===== src/sv/mme_pkg.sv =====
`timescale 1ns / 1ps

package mme_pkg;

  // request kinds
  localparam logic REQ_LOAD    = 1'b0;
  localparam logic REQ_COMPUTE = 1'b1;

  // which store a load goes to
  localparam logic SEL_A = 1'b0;
  localparam logic SEL_B = 1'b1;

  // configuration register indexes
  localparam logic [1:0] CFG_ROWS_A    = 2'd0;
  localparam logic [1:0] CFG_INNER_DIM = 2'd1;
  localparam logic [1:0] CFG_COLS_B    = 2'd2;

  localparam logic [3:0] DIM_RESET = 4'd8;

  // sum of up to eight 31-bit magnitude products
  localparam int ACC_W = 35;

  typedef struct packed {
    logic              req_type;
    logic              which_matrix;
    logic [2:0]        elem_row;
    logic [2:0]        elem_col;
    logic signed [15:0] elem_value;
  } req_t;

  typedef struct packed {
    logic signed [31:0] prod_value;
    logic [2:0]         out_row;
    logic [2:0]         out_col;
    logic               last;
  } rsp_t;

  typedef enum logic [1:0] {
    ST_IDLE,
    ST_WAIT,
    ST_MAC
  } ctl_state_t;

  // controller to datapath
  typedef struct packed {
    logic wr_a;
    logic wr_b;
    logic issue;
    logic first;
    logic last_k;
    logic last_elem;
  } dp_cmd_t;

  // datapath to controller
  typedef struct packed {
    logic busy;
    logic res_free;
  } dp_status_t;

endpackage


===== src/sv/mme_datapath.sv =====
`timescale 1ns / 1ps

module mme_datapath import mme_pkg::*; #(
  parameter int MAX_DIM = 8,
  parameter int IW      = 3,
  parameter int AW      = 6
) (
  input  logic               clk,
  input  logic               rst,
  input  dp_cmd_t            cmd,
  input  logic [AW-1:0]      wr_addr,
  input  logic signed [15:0] wr_value,
  input  logic [AW-1:0]      rd_addr_a,
  input  logic [AW-1:0]      rd_addr_b,
  input  logic [IW-1:0]      row_idx,
  input  logic [IW-1:0]      col_idx,
  output dp_status_t         status,
  output logic               rsp_valid,
  input  logic               rsp_stall,
  output rsp_t               rsp_data
);

  localparam int DEPTH = MAX_DIM * MAX_DIM;

  logic [15:0] mem_a [DEPTH];
  logic [15:0] mem_b [DEPTH];

  // stage 1: read data
  logic signed [15:0] a_q;
  logic signed [15:0] b_q;
  logic               v1;
  logic               first1;
  logic               last1;

  // stage 2: product
  logic signed [31:0] prod;
  logic               v2;
  logic               first2;
  logic               last2;

  logic signed [ACC_W-1:0] acc;
  logic signed [ACC_W-1:0] sum;
  logic signed [31:0]      sat;
  logic                    in_range;

  // tag of the element in flight
  logic [IW-1:0] row_q;
  logic [IW-1:0] col_q;
  logic          last_q;

  rsp_t rsp_q;
  logic rsp_v;

  always_ff @(posedge clk) begin
    if (cmd.wr_a) begin
      mem_a[wr_addr] <= wr_value;
    end
    if (cmd.wr_b) begin
      mem_b[wr_addr] <= wr_value;
    end
    if (cmd.issue) begin
      a_q <= mem_a[rd_addr_a];
      b_q <= mem_b[rd_addr_b];
    end
  end

  always_ff @(posedge clk) begin
    if (rst) begin
      v1 <= 1'b0;
      v2 <= 1'b0;
    end else begin
      v1 <= cmd.issue;
      v2 <= v1;
    end
  end

  always_ff @(posedge clk) begin
    first1 <= cmd.first;
    last1  <= cmd.last_k;
    prod   <= a_q * b_q;
    first2 <= first1;
    last2  <= last1;
    if (v2) begin
      acc <= sum;
    end
    if (cmd.issue && cmd.first) begin
      row_q  <= row_idx;
      col_q  <= col_idx;
      last_q <= cmd.last_elem;
    end
  end

  always_comb begin
    sum      = first2 ? ACC_W'(prod) : acc + ACC_W'(prod);
    // fits when the sign bit of a 32-bit word and all bits above it agree
    in_range = (&sum[ACC_W-1:31]) || !(|sum[ACC_W-1:31]);
    if (in_range) begin
      sat = sum[31:0];
    end else if (sum[ACC_W-1]) begin
      sat = 32'sh8000_0000;
    end else begin
      sat = 32'sh7FFF_FFFF;
    end
  end

  // output register
  always_ff @(posedge clk) begin
    if (rst) begin
      rsp_v <= 1'b0;
    end else if (v2 && last2) begin
      rsp_v <= 1'b1;
    end else if (rsp_v && !rsp_stall) begin
      rsp_v <= 1'b0;
    end
  end

  always_ff @(posedge clk) begin
    if (v2 && last2) begin
      rsp_q.prod_value <= sat;
      rsp_q.out_row    <= 3'(row_q);
      rsp_q.out_col    <= 3'(col_q);
      rsp_q.last       <= last_q;
    end
  end

  assign rsp_valid       = rsp_v;
  assign rsp_data        = rsp_q;
  assign status.busy     = v1 || v2;
  assign status.res_free = !rsp_v || !rsp_stall;

  a_no_overwrite: assert property (@(posedge clk) disable iff (rst)
    (v2 && last2) |-> !(rsp_v && rsp_stall))
    else $error("finished sum would overwrite a stalled result");

  a_one_sum: assert property (@(posedge clk) disable iff (rst)
    (cmd.issue && cmd.first) |-> !v1 && !v2)
    else $error("new sum started while another is in the pipe");

endmodule


===== src/sv/mme_ctrl.sv =====
`timescale 1ns / 1ps

module mme_ctrl import mme_pkg::*; #(
  parameter int MAX_DIM = 8,
  parameter int IW      = 3,
  parameter int AW      = 6
) (
  input  logic               clk,
  input  logic               rst,
  input  logic               cfg_we,
  input  logic [1:0]         cfg_idx,
  input  logic [3:0]         cfg_wdata,
  input  logic               req_valid,
  output logic               req_stall,
  input  req_t               req_data,
  input  dp_status_t         status,
  output dp_cmd_t            cmd,
  output logic [AW-1:0]      wr_addr,
  output logic [AW-1:0]      rd_addr_a,
  output logic [AW-1:0]      rd_addr_b,
  output logic [IW-1:0]      row_idx,
  output logic [IW-1:0]      col_idx
);

  localparam logic [AW-1:0] STRIDE = AW'(MAX_DIM);
  localparam logic [3:0]    DIM_MAX = 4'(MAX_DIM);

  ctl_state_t state, state_next;

  logic [3:0] rows_a;
  logic [3:0] inner_dim;
  logic [3:0] cols_b;
  logic [3:0] nr;
  logic [3:0] nk;
  logic [3:0] nc;

  logic [IW-1:0] i, i_next;
  logic [IW-1:0] j, j_next;
  logic [IW-1:0] k, k_next;

  logic load_ok;
  logic i_end;
  logic j_end;
  logic k_end;

  function automatic logic [3:0] eff_dim(input logic [3:0] v);
    if (v == 4'd0) begin
      return 4'd1;
    end else if (v > DIM_MAX) begin
      return DIM_MAX;
    end
    return v;
  endfunction

  always_ff @(posedge clk) begin
    if (rst) begin
      rows_a    <= DIM_RESET;
      inner_dim <= DIM_RESET;
      cols_b    <= DIM_RESET;
    end else if (cfg_we) begin
      unique case (cfg_idx)
        CFG_ROWS_A:    rows_a    <= cfg_wdata;
        CFG_INNER_DIM: inner_dim <= cfg_wdata;
        CFG_COLS_B:    cols_b    <= cfg_wdata;
        default: ;
      endcase
    end
  end

  assign nr = eff_dim(rows_a);
  assign nk = eff_dim(inner_dim);
  assign nc = eff_dim(cols_b);

  assign i_end = 4'(i) == nr - 4'd1;
  assign j_end = 4'(j) == nc - 4'd1;
  assign k_end = 4'(k) == nk - 4'd1;

  assign load_ok = ({1'b0, req_data.elem_row} < DIM_MAX)
                && ({1'b0, req_data.elem_col} < DIM_MAX);

  assign wr_addr   = AW'(req_data.elem_row) * STRIDE + AW'(req_data.elem_col);
  assign rd_addr_a = AW'(i) * STRIDE + AW'(k);
  assign rd_addr_b = AW'(k) * STRIDE + AW'(j);
  assign row_idx   = i;
  assign col_idx   = j;

  always_ff @(posedge clk) begin
    if (rst) begin
      state <= ST_IDLE;
      i     <= '0;
      j     <= '0;
      k     <= '0;
    end else begin
      state <= state_next;
      i     <= i_next;
      j     <= j_next;
      k     <= k_next;
    end
  end

  always_comb begin
    state_next = state;
    i_next     = i;
    j_next     = j;
    k_next     = k;
    cmd        = '0;
    req_stall  = 1'b1;
    unique case (state)
      ST_IDLE: begin
        req_stall = 1'b0;
        if (req_valid) begin
          if (req_data.req_type == REQ_LOAD) begin
            cmd.wr_a = load_ok && (req_data.which_matrix == SEL_A);
            cmd.wr_b = load_ok && (req_data.which_matrix == SEL_B);
          end else begin
            i_next     = '0;
            j_next     = '0;
            state_next = ST_WAIT;
          end
        end
      end
      ST_WAIT: begin
        if (!status.busy && status.res_free) begin
          k_next     = '0;
          state_next = ST_MAC;
        end
      end
      ST_MAC: begin
        cmd.issue     = 1'b1;
        cmd.first     = (k == '0);
        cmd.last_k    = k_end;
        cmd.last_elem = i_end && j_end;
        if (k_end) begin
          if (j_end) begin
            j_next = '0;
            if (i_end) begin
              state_next = ST_IDLE;
            end else begin
              i_next     = i + 1'b1;
              state_next = ST_WAIT;
            end
          end else begin
            j_next     = j + 1'b1;
            state_next = ST_WAIT;
          end
        end else begin
          k_next = k + 1'b1;
        end
      end
      default: state_next = ST_IDLE;
    endcase
  end

  a_load_apart: assert property (@(posedge clk) disable iff (rst)
    cmd.issue |-> !cmd.wr_a && !cmd.wr_b)
    else $error("store write during a sum");

  a_done_idle: assert property (@(posedge clk) disable iff (rst)
    (cmd.issue && cmd.last_k && cmd.last_elem) |=> state == ST_IDLE)
    else $error("controller did not return to idle after the last element");

endmodule


===== src/sv/matrix_multiply_engine.sv =====
`timescale 1ns / 1ps

// channel  direction  handshake                word
// req      in         req_valid / req_stall    req_t: load one element or compute
// rsp      out        rsp_valid / rsp_stall    rsp_t: one element of C, row-major
// cfg      in         cfg_we (no wait)         cfg_idx, cfg_wdata
//
// a load is written to its store at the accepting edge
// a compute walks the elements of C in turn: inner_dim reads through the single
// multiply-accumulate, then a drain of the read/multiply/accumulate stages into
// the output register before the next element starts
// req stalls for the whole compute; a stalled rsp holds the next sum back
// synchronous reset clears control and sets config to DIM_RESET; the stores are not cleared

module matrix_multiply_engine import mme_pkg::*; #(
  parameter int MAX_DIM = 8
) (
  input  logic       clk,
  input  logic       rst,
  input  logic       cfg_we,
  input  logic [1:0] cfg_idx,
  input  logic [3:0] cfg_wdata,
  input  logic       req_valid,
  output logic       req_stall,
  input  req_t       req_data,
  output logic       rsp_valid,
  input  logic       rsp_stall,
  output rsp_t       rsp_data
);

  // index and store address widths
  localparam int IW = (MAX_DIM > 1) ? $clog2(MAX_DIM) : 1;
  localparam int AW = (MAX_DIM > 1) ? $clog2(MAX_DIM * MAX_DIM) : 1;

  dp_cmd_t    cmd;
  dp_status_t status;

  logic [AW-1:0] wr_addr;
  logic [AW-1:0] rd_addr_a;
  logic [AW-1:0] rd_addr_b;
  logic [IW-1:0] row_idx;
  logic [IW-1:0] col_idx;

  // sequencer: config registers, loop counters i/j/k, store addresses
  mme_ctrl #(
    .MAX_DIM (MAX_DIM),
    .IW      (IW),
    .AW      (AW)
  ) u_ctrl (
    .clk       (clk),
    .rst       (rst),
    .cfg_we    (cfg_we),
    .cfg_idx   (cfg_idx),
    .cfg_wdata (cfg_wdata),
    .req_valid (req_valid),
    .req_stall (req_stall),
    .req_data  (req_data),
    .status    (status),
    .cmd       (cmd),
    .wr_addr   (wr_addr),
    .rd_addr_a (rd_addr_a),
    .rd_addr_b (rd_addr_b),
    .row_idx   (row_idx),
    .col_idx   (col_idx)
  );

  // stores, multiply-accumulate pipe, saturation and output register
  mme_datapath #(
    .MAX_DIM (MAX_DIM),
    .IW      (IW),
    .AW      (AW)
  ) u_dp (
    .clk       (clk),
    .rst       (rst),
    .cmd       (cmd),
    .wr_addr   (wr_addr),
    .wr_value  (req_data.elem_value),
    .rd_addr_a (rd_addr_a),
    .rd_addr_b (rd_addr_b),
    .row_idx   (row_idx),
    .col_idx   (col_idx),
    .status    (status),
    .rsp_valid (rsp_valid),
    .rsp_stall (rsp_stall),
    .rsp_data  (rsp_data)
  );

endmodule


===== config.mk =====
export PLATFORM = sky130hd
export DESIGN_NAME = matrix_multiply_engine
export DESIGN_NICKNAME = d
export VERILOG_FILES = /design/src/sv/mme_pkg.sv /design/src/sv/mme_datapath.sv /design/src/sv/mme_ctrl.sv /design/src/sv/matrix_multiply_engine.sv
export SDC_FILE = /design/constraint.sdc
export NUM_CORES = 2
export LEC_CHECK = 0
export ABC_AREA = 0
export BUFFER_PORTS_ARGS = -buffer_cell sky130_fd_sc_hd__buf_2
export CAP_MARGIN = 20
export CELL_PAD_IN_SITES_DETAIL_PLACEMENT = 0
export CELL_PAD_IN_SITES_GLOBAL_PLACEMENT = 1
export CORE_ASPECT_RATIO = 0.8
export CORE_MARGIN = 8
export CORE_UTILIZATION = 63
export CTS_BUF_LIST = sky130_fd_sc_hd__clkbuf_4 sky130_fd_sc_hd__clkbuf_8
export CTS_CLUSTER_DIAMETER = 200
export DETAILED_ROUTE_END_ITERATION = 16
export PLACE_DENSITY = 0.93
export SLEW_MARGIN = 10
export SYNTH_ARGS = -nofsm -noshare
export SYNTH_HDL_FRONTEND = slang
export SYNTH_SLANG_ARGS = --single-unit

===== constraint.sdc =====
create_clock -name clk -period 11.1 [get_ports clk]
set_input_delay 2.22 -clock clk [delete_from_list [all_inputs] [get_ports clk]]
set_output_delay 2.22 -clock clk [all_outputs]
set_load 0.005 [all_outputs]

==> out/results.ini <==
[critical_path]
end_kind = flop
crit_slowest_cell = edfxtp_1
reg2regPathDepth = 21
timing.critical_path.slowest_cell_delay_ns = 0.67
worst_path_dominant_cell_family = adder cells
critical_path_cell_count = 21
path_max_fanout = 16
cpMostUsedCell = fa_1
cp_cell_sequence = and2_1, fa_1, inv_1, fa_1, fa_1, inv_1, fa_1, fa_1, inv_1, fa_1, inv_1, ha_1, nand4_1, nor4b_1, nor2_1, a311oi_1, o211ai_1, a311oi_1, a221o_1, a21oi_1, xnor2_1
cp_num_buf_inv = 4
crit_type = reg2reg
rr_startpoint = u_dp.a_q[8]
critPathLaunchType = flop
crit_required_ns = 11.90
cp.arrival_ns = 7.82
worstReg2RegEnd = u_dp.prod[31]
rrSetupSlack_ns = 4.08

[detailed_routing]
met1_length_mm = 86.4
route.top_layer_used = met5
wl_met2_mm = 113
drt-total-wl_mm = 239
vias = 50000
first_iter_violations = 7862
vias_per_cell = 6.75
drc_errors = 0
drt_first_pass_iters = 6
wl_per_cell_um = 32.3
wl_met3_mm = 31.9
drtAntennaViolNets = 0

[synthesis]
syn_area_per_cell_um2 = 20.0
synth.net_count = 5203
yosysTopAreaCell = edfxtp_1
yosysMostFrequentCell = edfxtp_1
ys.flop_type = edfxtp_1
synth_top_area_share_pct = 67.9
synth_edf_count = 2161
synthTopCellsByArea = edfxtp_1 68%, mux4_2 16%, fa_1 5.5%
synth_cell_types = 70
synth_warnings = 0
synth_area_um2 = 95500
seq_area_frac_synth_pct = 69.2
syn_inst = 4782
synth_common_cells = 2161 x edfxtp_1, 672 x mux4_2, 317 x inv_1, 263 x fa_1, 207 x nand2_1
async_flop_share_pct = 0
ys_ff_latch = 2223

[pwr]
p_int_uw = 14700
p_clk_share_pct = 32.0
vdd_ir_drop_max_mv = 0.177
switchingPower_uw = 5480
totalPowerFinal_uw = 20100
switching_share_pct = 27.2
power_leakage_uw = 0.0348
seq_power_share_pct = 47.2
power_density_nw_per_um2 = 191
combPwrFrac_pct = 20.8

[status]
status = complete, no violations

[global_routing]
grt_max_degree = 150
grt_pass1_vias = 50800
track_usage_pct = 29.2
antenna_found_initial = 25
grt_pass1_wl_mm = 349
overflow = 0

[cells_and_area]
regArea_um2 = 66200
drive_gt1_share_pct = 27.3
n_fill_cell = 8289
multi_input_area_um2 = 27400
nets = 5576
area_growth_pct = 10.3

[clock_tree]
cts_hold_buf = 0
cts_tree = built
clock_path_buffers = 4
root_buffer = clkbuf_8
cts.sinks = 2223
ctsResizeCount = 0
cts-buffers-inserted = 338
worst_skew_pair.late_latency_ns = 1.08
cts.clk_slew.worst_paths_ns = 0.07
cts_post_setup_buffers_inserted = 0
htree_levels = 5

[sta]
finalSetupViolCount = 0
rsz0062_at_grt = no
fin_crit_ns = 7.02
fin_skew_ns = 0.112
whs_ns = 0.330
final_max_slew_viol_count = 0
tns_ns = 0
post-route-period-util_pct = 63.2
hold_viol = 0
tightest_slew_ns = 1.28
max_slew_margin_pct = 14.7
fmax_ghz = 0.142

[hold_path]
min_to = u_dp.last2
worstHoldStart = u_dp.last1
hold_depth = 0
min_path_type = reg2reg

[placement]
dp_hpwl_mm = 148
numPortBuffers = 75
gp_congestion = 0.881

[floorplanning]
dieArea_um2 = 164000
num_rows = 127
initial_core_util_pct = 63.6
die_h_um = 364
core_um2 = 150000
pin_count = 76
die_x_um = 451

[job]
cap_violations = 0

-- cell families after synthesis --
family                   Yosys count  synth area share (%)
AND/OR/NAND/NOR                  629                  3.08
flip-flops                      2223                  69.2
buffers and inverters            535                  2.11
XOR/XNOR                          78                 0.723
AO/OA/AOI/OAI                    246                  1.76
multiplexers                     685                  16.0
adder cells (fa/ha/maj)          386                  7.12
-- area by class of cell --
cell class | instances | share of cell area [%]
Inverter | 320 | 1.14
Tap cell | 1999 | 2.37
Clock buffer | 450 | 5.23
Clock inverter | 134 | 0.751
Timing Repair Buffer | 248 | 1.70
Sequential cell | 2223 | 62.8
Antenna cell | 16 | 0.0380
Multi-Input combinational cell | 2024 | 26.0
-- worst reg2reg max path: stages (launching register included) --
cell and delay, ns:
edfxtp_1 0.67, and2_1 0.31, fa_1 0.53, inv_1 0.05
fa_1 0.48, fa_1 0.51, inv_1 0.05, fa_1 0.50
fa_1 0.49, inv_1 0.05, fa_1 0.47, inv_1 0.04
ha_1 0.33, nand4_1 0.16, nor4b_1 0.35, nor2_1 0.14
a311oi_1 0.54, o211ai_1 0.21, a311oi_1 0.48, a221o_1 0.24
a21oi_1 0.07, xnor2_1 0.13
-- placed cells by master (no fill, tap or decap), drive strengths merged, types with 7 or more instances in the layout --
master    Yosys  routed
a211oi       11      11
a21o         27      27
a21oi        60      60
a31oi        18      18
and2        115     115
and3          7       7
buf          64     248
bufinv        0       7
clkbuf      151     450
clkinv        2     119
clkinvlp      0       8
dfxtp        62      62
diode         0      16
edfxtp     2161    2161
fa          263     263
ha          123     123
inv         318     320
mux2i        10      10
mux4        672     672
nand2       207     207
nand2b       20      20
nand3        18      18
nand3b        7       7
nand4         9       9
nor2        197     197
nor2b        14      14
nor3         11      11
o21ai        51      51
o21ba        22      22
o21bai       17      17
xnor2        55      55
xor2         23      23
-- per-stage QoR --
step	instances	util [%]	instance area, um2	setup slack, ns
final	7414	70.2	105000	4.08
after global routing	7404	70.2	105000	3.72
after CTS	7397	70.2	105000	4.09
after detailed placement	6813	66.0	99100	4.19
after global placement	6813	66.0	99100	4.28
after floorplan	4782	-	95500	4.90
-- worst max-delay path by stage --
stage                    endpoint  slack (ns)         from
detailed placement  u_dp.prod[31]        4.19  u_dp.a_q[8]
CTS                 u_dp.prod[31]        4.09  u_dp.a_q[8]
global placement    u_dp.prod[31]        4.28  u_dp.a_q[8]
finish              u_dp.prod[31]        4.08  u_dp.a_q[8]
global route        u_dp.prod[31]        3.72  u_dp.a_q[8]
floorplan           u_dp.prod[28]        4.90  u_dp.b_q[7]
-- state kept, by name (all words and copies together), names as in the netlist, 4 cells and up --
register	cells
u_dp.rsp_data	39
u_dp.prod	32
u_ctrl.inner_dim	4
u_dp.acc	35
u_dp.a_q	16
u_dp.mem_b	1024
u_ctrl.cols_b	4
u_dp.mem_a	1024
u_dp.b_q	16
u_ctrl.rows_a	4
-- power by group through the flow --
stage	Combinational, uW	Clock (uW)	Sequential [uW]
after floorplan	3230	0	9640
after global placement	4070	0	9680
after detailed placement	4170	0	9680
after CTS	4200	6510	9500
after global routing	4740	6860	9510
final	4190	6450	9500
-- metal layers --
layer	global-route usage [%]	up-vias
met1	40.4	25700
met2	45.2	4068
li1	-	19700
met3	8.95	613
met4	9.73	16
met5	0	-
No activity file was read; power rests on OpenSTA's default activity.
